$ cat src/rtl/salru_ram.sv
// Generic single-write, single-read RAM with registered read data.
module salru_ram #(
    parameter int WIDTH = 8,
    parameter int DEPTH = 16
) (
    input  logic                     i_clk,
    input  logic                     i_we,
    input  logic [$clog2(DEPTH)-1:0] i_waddr,
    input  logic [WIDTH-1:0]         i_wdata,
    input  logic                     i_re,
    input  logic [$clog2(DEPTH)-1:0] i_raddr,
    output logic [WIDTH-1:0]         o_rdata
);
    logic [WIDTH-1:0] r_mem [DEPTH];
    logic [WIDTH-1:0] r_rdata;

    always_ff @(posedge i_clk) begin
        if (i_we) begin
            r_mem[i_waddr] <= i_wdata;
        end
        if (i_re) begin
            r_rdata <= r_mem[i_raddr];
        end
    end

    assign o_rdata = r_rdata;
endmodule

$ cat config.mk
export PLATFORM = sky130hd
export DESIGN_NAME = salru_ram
export DESIGN_NICKNAME = d
export VERILOG_FILES = /design/src/rtl/salru_ram.sv
export SDC_FILE = /design/constraint.sdc
export NUM_CORES = 1
export LEC_CHECK = 0
export BUFFER_PORTS_ARGS = -buffer_cell sky130_fd_sc_hd__buf_2
export CORE_MARGIN = 10
export CORE_UTILIZATION = 32
export DETAILED_ROUTE_END_ITERATION = 10
export GPL_ROUTABILITY_DRIVEN = 0
export SLEW_MARGIN = 20
export SYNTH_ARGS = -nofsm -noshare
export SYNTH_HDL_FRONTEND = slang
export SYNTH_SLANG_ARGS = --single-unit
$ cat constraint.sdc
create_clock -name i_clk -period 1.95 [get_ports i_clk]
set_input_delay 0.0975 -clock i_clk [delete_from_list [all_inputs] [get_ports i_clk]]
set_output_delay 0.0975 -clock i_clk [all_outputs]
set_load 0.005 [all_outputs]
==> impl_metrics.env <==
export IMPL_status="completed"
export IMPL_clk_latency_ns=0.40
export IMPL_grt_pass1_vias=2588
export IMPL_async_flop_share_pct=0
export IMPL_grt_max_degree=23
export IMPL_setup_viol=0
export IMPL_clock_root_buffer="clkbuf_16"
export IMPL_cp_num_buf_inv=0
export IMPL_layout_commonest_cell="edfxtp_1"
export IMPL_die_area_um2=21850
export IMPL_clock_sinks=136
export IMPL_cts_tree="done"
export IMPL_yosys_warnings=0
export IMPL_yosys_area_top_type_share_pct=78.12
export IMPL_grt_pass1_wl_um=16090
export IMPL_hpwlAfterDp_um=6960
export IMPL_dp_cells=482
export IMPL_finalSetupTns_ns=0
export IMPL_synthFlopType="edfxtp_1"
export IMPL_power_density_nw_per_um2=1075
export IMPL_finalNonFillerCells=515
export IMPL_crit_required_ns=2.09
export IMPL_clock_fmax_mhz=661.7
export IMPL_core_area_um2=15940
export IMPL_rsz0062_at_grt="false"
export IMPL_syn_nets=248
export IMPL_vias_per_cell=4.713
export IMPL_cts_resized_gates=0
export IMPL_worst_setup_path_start_kind="flop"
export IMPL_postCtsSetupBuffers=0
export IMPL_cts_htree_levels=4
export IMPL_io_pins=27
export IMPL_max_slew_margin_pct=71.40
export IMPL_synth_cell_type_count=18
export IMPL_min_path_type="in2reg"
export IMPL_totalWireLength_um=10450
export IMPL_drt_pass1_iter_count=5
export IMPL_power_total_mw=6.806
export IMPL_synth_area_um2=5228
export IMPL_slew_violations=0
export IMPL_start_util_pct=32.79
export IMPL_post_place_ws_ns=0.2650
export IMPL_synth_ff_latch_count=136
export IMPL_cpLargestDelayFamily="multiplexers"
export IMPL_yosys_area_top_type="edfxtp_1"
export IMPL_clk_pin_slew_ns=0.05
export IMPL_via_count=2427
export IMPL_slowest_delay_ns=0.53
export IMPL_postSynthCellCount=229
export IMPL_worstPathCellList="mux4_1 > a22oi_1 > nand2_1"
export IMPL_cts_buffers_inserted=17
export IMPL_drc=0
export IMPL_postSynthAreaPerCell_um2=22.83
export IMPL_fin_ws_ns=0.4387
export IMPL_nNetsFinal=304
export IMPL_row_count=46
export IMPL_vdd_drop_max_mv=0.6232
export IMPL_drtIter0Drc=141
export IMPL_synth_edf_count=136
export IMPL_seq_area_frac_synth_pct=78.12
export IMPL_ant_nets=0
export IMPL_synth_area_top_cells="edfxtp_1 (78%), mux4_2 (7.8%), mux4_1 (7.0%), a22oi_1 (2.3%), nor2_1 (0.93%)"
export IMPL_fp_dieH_um=147.8
export IMPL_clock_skew_ns=0.007042
export IMPL_drive_above_1_share_pct=30.54
export IMPL_end_kind="flop"
export IMPL_path_max_fanout=1
export IMPL_antenna_found_initial=1
export IMPL_wl_per_cell_um=20.30
export IMPL_final_hold_viol_count=0
export IMPL_period_minus_slack_ns=1.511
export IMPL_postCtsHoldBufs=0
export IMPL_tightest_slew_ns=0.4291
export IMPL_area_growth_pct=21.16
export IMPL_drv_cap=0
export IMPL_power_leakage_nw=2.121
export IMPL_final_cell_mix="edfxtp_1 (136), buf_2 (26), mux4_2 (18), buf_4 (18), clkbuf_16 (17)"
export IMPL_io_buffers=26
export IMPL_crit_type="reg2reg"
export IMPL_globalRouteTotalUtil_pct=9.975
export IMPL_die_w_um=147.8
export IMPL_cp_arrival_ns=1.66
export IMPL_post_route_period_util_pct=77.50
export IMPL_cpMaxStageDelayCell="mux4_1"
export IMPL_max_clock_path_buffers=2
export IMPL_overflow=0
metal layers:
metal | wire [um] | GRT usage [%] | vias up
met4 | 119 | 3.122 | 0
met2 | 5063 | 15.53 | 59
li1 | - | - | 1094
met5 | 0 | 0 | -
met3 | 474 | 3.388 | 11
met1 | 4795 | 12.86 | 1263
layout make-up:
cell class              instances  area [um2]
fillers                      1451        9609
well taps                     216       270.3
diodes                          1       2.502
clock inverters                11       153.9
repair buffers                 47       325.3
flip-flops and latches        136        4084
clock buffers                  21       440.4
multi-input cells              83        1057
worst reg2reg max path, cell delays in order, from the launching register on:
cell and delay (ns):
edfxtp_1 0.36, mux4_1 0.53, a22oi_1 0.26, nand2_1 0.09
final timing paths:
kind / to / startpoint / cells past startpoint / slack, ns
worst max register to register: o_rdata[3]$_DFFE_PP_ / r_mem[5][3]$_DFFE_PP_ / 3 / 0.44
worst max-delay path: o_rdata[3]$_DFFE_PP_ / r_mem[5][3]$_DFFE_PP_ / 3 / 0.44
worst min-delay path: r_mem[1][5]$_DFFE_PP_ / i_wdata[5] / 1 / 0.08
worst min register to register: o_rdata[6]$_DFFE_PP_ / r_mem[10][6]$_DFFE_PP_ / 3 / 0.75
metrics by stage:
step	hold WS, ns	area (um2)	util [%]
global route	0.07744	6331	39.71
floorplan	0.1964	5228	-
detailed placement	0.5003	5737	35.98
global placement	0.4866	5737	35.98
CTS	0.07171	6331	39.71
finish	0.07904	6334	39.73
kinds of logic (layout without fill, tap and decap cells):
logic type             count (synthesis)  after routing  synth area share (%)
AND/OR/NAND/NOR                       35             35                 3.136
flip-flops                           136            136                 78.12
buffers and inverters                 10             79                 1.651
AO/OA/AOI/OAI                         16             16                 2.298
other                                  0              1                     0
multiplexers                          32             32                 14.79
where the power goes:
part	switching, mW	internal, mW	total, mW
registers	0.0205	3.30	3.32
clock network	1.07	2.12	3.18
logic	0.170	0.134	0.304
total	1.26	5.55	6.81
synthesized netlist by cell type, types with 2 or more instances:
cell and number:
a22oi_1 16, buf_2 3, buf_6 3, clkdlybuf4s25_2 3, edfxtp_1 136, mux4_1 14
mux4_2 18, nand2_1 9, nand2b_1 2, nand3b_1 2, nor2_1 13, nor3_1 4
sequential cells by signal (all words and copies together), names as in the netlist:
signal	flops
o_rdata	8
r_mem	128
No activity file was read; power rests on OpenSTA's default activity.
