**config.mk**
```make
export PLATFORM = sky130hd
export DESIGN_NAME = salru_scan
export DESIGN_NICKNAME = d
export VERILOG_FILES = /design/src/rtl/salru_pkg.sv /design/src/rtl/salru_scan.sv
export SDC_FILE = /design/constraint.sdc
export NUM_CORES = 1
export LEC_CHECK = 0
export ABC_CLOCK_PERIOD_IN_PS = 3900
export BUFFER_PORTS_ARGS = -buffer_cell sky130_fd_sc_hd__buf_2
export CORE_AREA = 3 3 236 238
export DETAILED_ROUTE_END_ITERATION = 10
export DIE_AREA = 0 0 239 241
export GPL_ROUTABILITY_DRIVEN = 0
export PLACE_DENSITY_LB_ADDON = 0.05
export SYNTH_ARGS = -nofsm -noshare
export SYNTH_HDL_FRONTEND = slang
export SYNTH_SLANG_ARGS = --single-unit
```
**constraint.sdc**
```tcl
create_clock -name i_clk -period 3.9 [get_ports i_clk]
set_input_delay 0.195 -clock i_clk [delete_from_list [all_inputs] [get_ports i_clk]]
set_output_delay 0.195 -clock i_clk [all_outputs]
set_load 0.005 [all_outputs]
```
**src/rtl/salru_pkg.sv**
```systemverilog
// Shared types and constants for the set-associative LRU cache simulator.
package salru_pkg;

    localparam int KIND_W     = 2;
    localparam int IN_ADDR_W  = 64;
    localparam int TAG_W      = 62;
    localparam int RANK_W     = 3;
    localparam int CNT_W      = 32;
    localparam int CFG_IDX_W  = 2;
    localparam int CFG_DATA_W = 6;

    localparam logic [RANK_W-1:0] RANK_MAX = 3'd7;

    typedef enum logic [KIND_W-1:0] {
        KIND_INSTR  = 2'd0,
        KIND_LOAD   = 2'd1,
        KIND_STORE  = 2'd2,
        KIND_MODIFY = 2'd3
    } t_kind;

    localparam logic [CFG_IDX_W-1:0] CFG_SET_BITS   = 2'd0;
    localparam logic [CFG_IDX_W-1:0] CFG_BLOCK_BITS = 2'd1;
    localparam logic [CFG_IDX_W-1:0] CFG_WAYS       = 2'd2;

    // One cache line as held in a set row of the line memory.
    typedef struct packed {
        logic              valid;
        logic [RANK_W-1:0] rank;
        logic [TAG_W-1:0]  tag;
    } t_line;

    // Status of the way scan, meaningful when done is high.
    typedef struct packed {
        logic done;
        logic hit;
        logic free_found;
    } t_scan_stat;

endpackage

```
**src/rtl/salru_scan.sv**
```systemverilog
// Way scan: one tag comparator and one rank comparator stepped over the ways of a set.
module salru_scan #(
    parameter int MAX_WAYS = 8
) (
    input  logic                                       i_clk,
    input  logic                                       i_rst_n,
    input  logic                                       i_start,
    input  salru_pkg::t_line [MAX_WAYS-1:0]            i_row,
    input  logic [salru_pkg::TAG_W-1:0]                i_tag,
    input  logic [$clog2(MAX_WAYS+1)-1:0]              i_nways,
    output salru_pkg::t_scan_stat                      o_stat,
    output logic [(MAX_WAYS > 1 ? $clog2(MAX_WAYS) : 1)-1:0] o_hit_way,
    output logic [(MAX_WAYS > 1 ? $clog2(MAX_WAYS) : 1)-1:0] o_free_way,
    output logic [(MAX_WAYS > 1 ? $clog2(MAX_WAYS) : 1)-1:0] o_vic_way
);
    import salru_pkg::*;

    localparam int WAY_W = (MAX_WAYS > 1) ? $clog2(MAX_WAYS) : 1;
    localparam int NW_W  = $clog2(MAX_WAYS + 1);

    logic              r_busy;
    logic              r_done;
    logic [WAY_W-1:0]  r_way;
    logic              r_hit;
    logic [WAY_W-1:0]  r_hit_way;
    logic              r_free;
    logic [WAY_W-1:0]  r_free_way;
    logic [WAY_W-1:0]  r_vic_way;
    logic [RANK_W-1:0] r_vic_rank;
    t_line             cur;

    assign cur = i_row[r_way];

    always_ff @(posedge i_clk) begin
        if (!i_rst_n) begin
            r_busy <= 1'b0;
            r_done <= 1'b0;
        end else begin
            r_done <= 1'b0;
            if (i_start) begin
                r_busy     <= 1'b1;
                r_way      <= '0;
                r_hit      <= 1'b0;
                r_free     <= 1'b0;
                r_vic_way  <= '0;
                r_vic_rank <= '0;
            end else if (r_busy) begin
                // The first matching way wins, as does the first free way.
                if (!r_hit && cur.valid && cur.tag == i_tag) begin
                    r_hit     <= 1'b1;
                    r_hit_way <= r_way;
                end
                if (!r_free && !cur.valid) begin
                    r_free     <= 1'b1;
                    r_free_way <= r_way;
                end
                // Strictly greater keeps the lowest way among equal oldest ranks.
                if (cur.rank > r_vic_rank) begin
                    r_vic_rank <= cur.rank;
                    r_vic_way  <= r_way;
                end
                if (NW_W'(r_way) + NW_W'(1) == i_nways) begin
                    r_busy <= 1'b0;
                    r_done <= 1'b1;
                end else begin
                    r_way <= r_way + WAY_W'(1);
                end
            end
        end
    end

    assign o_stat.done       = r_done;
    assign o_stat.hit        = r_hit;
    assign o_stat.free_found = r_free;
    assign o_hit_way         = r_hit_way;
    assign o_free_way        = r_free_way;
    assign o_vic_way         = r_vic_way;
endmodule

```
==> impl_results.md <==
* Max stage delay on crit path at 0.51 ns
* Die Footprint at 0.0576 mm2
* Post-route setup slack at 0.371 ns
* Resize count post-CTS at 0
* Worst path buffer plus inverter count at 2
* YS warnings at 0
* FP Rows at 85
* Worst-path cell chain: and2_2 -> buf_12 -> a22o_1 -> a221oi_1 -> xor2_1 -> nor4_1 -> nand4_1 -> nor4_2 -> buf_4 -> and3_1
* Post-Route WL at 44.5 mm
* Drt first pass iters at 4
* Crit path max fanout at 34
* Placed Cells at 1,842
* Grt ovf at 0
* Finished Layout Cells at 1,857
* # DRC at 0
* Core Area at 0.0538 mm2
* Crit path required time at 3.86 ns
* Vias at 7,181
* Cts hold-fix bufs at 0
* Element type at the critical path end: flip-flop
* Distinct cells, synth at 42
* Pre-CTS WS at 0.257 ns
* Most numerous cell in the Yosys netlist: mux2i_1
* Initial Utilization at 0.107
* Initial antenna violation count at 20
* Async set or reset register ratio after synthesis at 0
* Chip width at 239 um
* Largest net degree at the start of global routing at 57
* First-pass GRT wire length at 57.8 mm
* Max-cap violations at 0
* Routed vias/inst at 3.87
* Hold Path Class: primary input to flip-flop
* CTS Buffer Depth at 2
* Top FF cell, synth: edfxtp_1
* Port bufs at 608
* Syn Nets at 1,176
* EDFF count, synth at 17
* Leakage at 4.79 nW
* CTS tree: done
* Slowest CP cell: edfxtp_1
* Hold_ws at 0.251 ns
* Post-synth top area cell: mux2i_1
* CTS Buf Count at 3
* Fin crit period at 3.53 ns
* Number of synthesized register bits at 19
* CP delay by family, top: simple AND/OR/NAND/NOR gates
* Final period utilization at 0.905
* Run status: complete, no violations
* Critical path class: flip-flop to flip-flop
* Area Overhead vs Synth at 68.5%
* Post-Syn Area at 0.00575 mm2
* Synth top area share at 0.376
* Setup Skew at 0.00840 ns
* DP HPWL at 39.1 mm
* Maximum VDD drop at 0.124 mV
* Met1 Routed Length at 17.0 mm
* Critical Path Source Type: flip-flop
* Rel. slew slack at 0.374
* Layout net count at 1,752
* Root Driver: clkbuf_16
* Hold Vio Cnt, Final at 0
* Critical Path AT at 3.49 ns
* Mapped Cells at 575
* Clk sinks at 19
* Routed wl met3 at 3.07 mm
* Fmax at 283 MHz
* Synth area leaders: mux2i_1, mux4_2, edfxtp_1
* GRT Resource Usage Total at 0.141
* Length of routed met2 wiring at 23.7 mm
* Commonest cells in the netlist: mux2i_1, a221oi_1, a22o_1
* Post-DR wirelength/cell at 24.0 um
* Num ports at 609
* Routed Antenna Nets at 0
* Post-CTS setup buffer count at 0
* # setup viols final at 0
* Pwr per Cell Area at 167 mW/mm2
* RSZ-0062 raised after global routing: false
* Max-slew violations at 0
* Die span in y at 241 um
* Register area share after synthesis at 0.0957
* Share of layout cells above drive strength 1 at 0.583
* H-tree levels at 1
* Setup TNS at 0 ns
* Number of global-route vias before repair at 7,785
* Average cell area after synthesis at 10.0 um2
* Starting DRC count in detailed routing at 211
* Top layer in use: met5
* Clock transition at path regs at 0.07 ns
* Skew-Pair Late Insertion Delay at 0.26 ns
* Least-Margin Pin Slew at 0.930 ns
## cells in the final DEF (no fill, tap or decap), types with 15 or more instances in the layout
cell type  count
xor2_1        34
mux4_2        28
a22oi_1       32
buf_2        608
a221oi_1      35
mux2i_1      216
xnor2_1       28
edfxtp_1      17
a22o_1        35
nand2_1       15
## final timing paths
path	slack (ns)	endpoint	startpoint	cells after the start
hold reg to reg	0.55	r_done	r_busy	1
hold / removal	0.25	r_busy	i_rst_n	2
setup reg to reg	0.37	o_hit_way[1]	r_way[2]	10
setup / recovery	0.37	o_hit_way[1]	r_way[2]	10
## cells by family after synthesis
kind of cell / after synthesis / share of synthesized area
xor+xnor: 62 / 0.0944
compound gates: 117 / 0.166
buf+inv: 62 / 0.0746
fa+ha+maj: 4 / 0.00870
simple gates: 62 / 0.0600
mux: 249 / 0.500
flops: 19 / 0.0957
## flip-flops by register name (all words and copies together), names as in the netlist
signal      flops
o_free_way      3
r_free          1
r_busy          1
r_done          1
o_vic_way       3
r_vic_rank      3
o_hit_way       3
r_hit           1
r_way           3
## final cells by class
class / count / area, um2
multi-input combinational: 494 / 4800
sequential: 19 / 551
clock inverter: 1 / 7.51
fill: 6204 / 44100
timing repair buffer: 630 / 3360
antenna: 11 / 27.5
inverter: 3 / 11.3
clock buffer: 3 / 75.1
tap: 696 / 871
## power by group
part,leakage (nW),internal (mW),switching (mW)
registers,0.177,0.234,0.00660
logic,4.58,0.594,0.560
clock network,0.0372,0.139,0.0902
## routing by layer
metal / GRT usage / vias to the layer above
met5: 0 / -
met4: 0.0279 / 20
met3: 0.0338 / 36
met2: 0.270 / 317
met1: 0.158 / 3324
li1: - / 3484
## through the flow
stage | total power [mW] | utilization | instance area (um2)
2_1_floorplan | 0.871 | - | 5750
3_5_place_dp | 1.43 | 0.178 | 9590
5_1_grt | 1.76 | 0.180 | 9690
6_report | 1.62 | 0.180 | 9700
3_3_place_gp | 1.43 | 0.178 | 9590
4_1_cts | 1.67 | 0.180 | 9670
## worst reg2reg max path: stages, from the launching register on
cell      delay [ns]
edfxtp_1        0.51
and2_2          0.43
buf_12          0.28
a22o_1          0.22
a221oi_1        0.29
xor2_1          0.12
nor4_1          0.45
nand4_1         0.25
nor4_2          0.31
buf_4           0.16
and3_1          0.22
(Power assumes the default switching activity.)
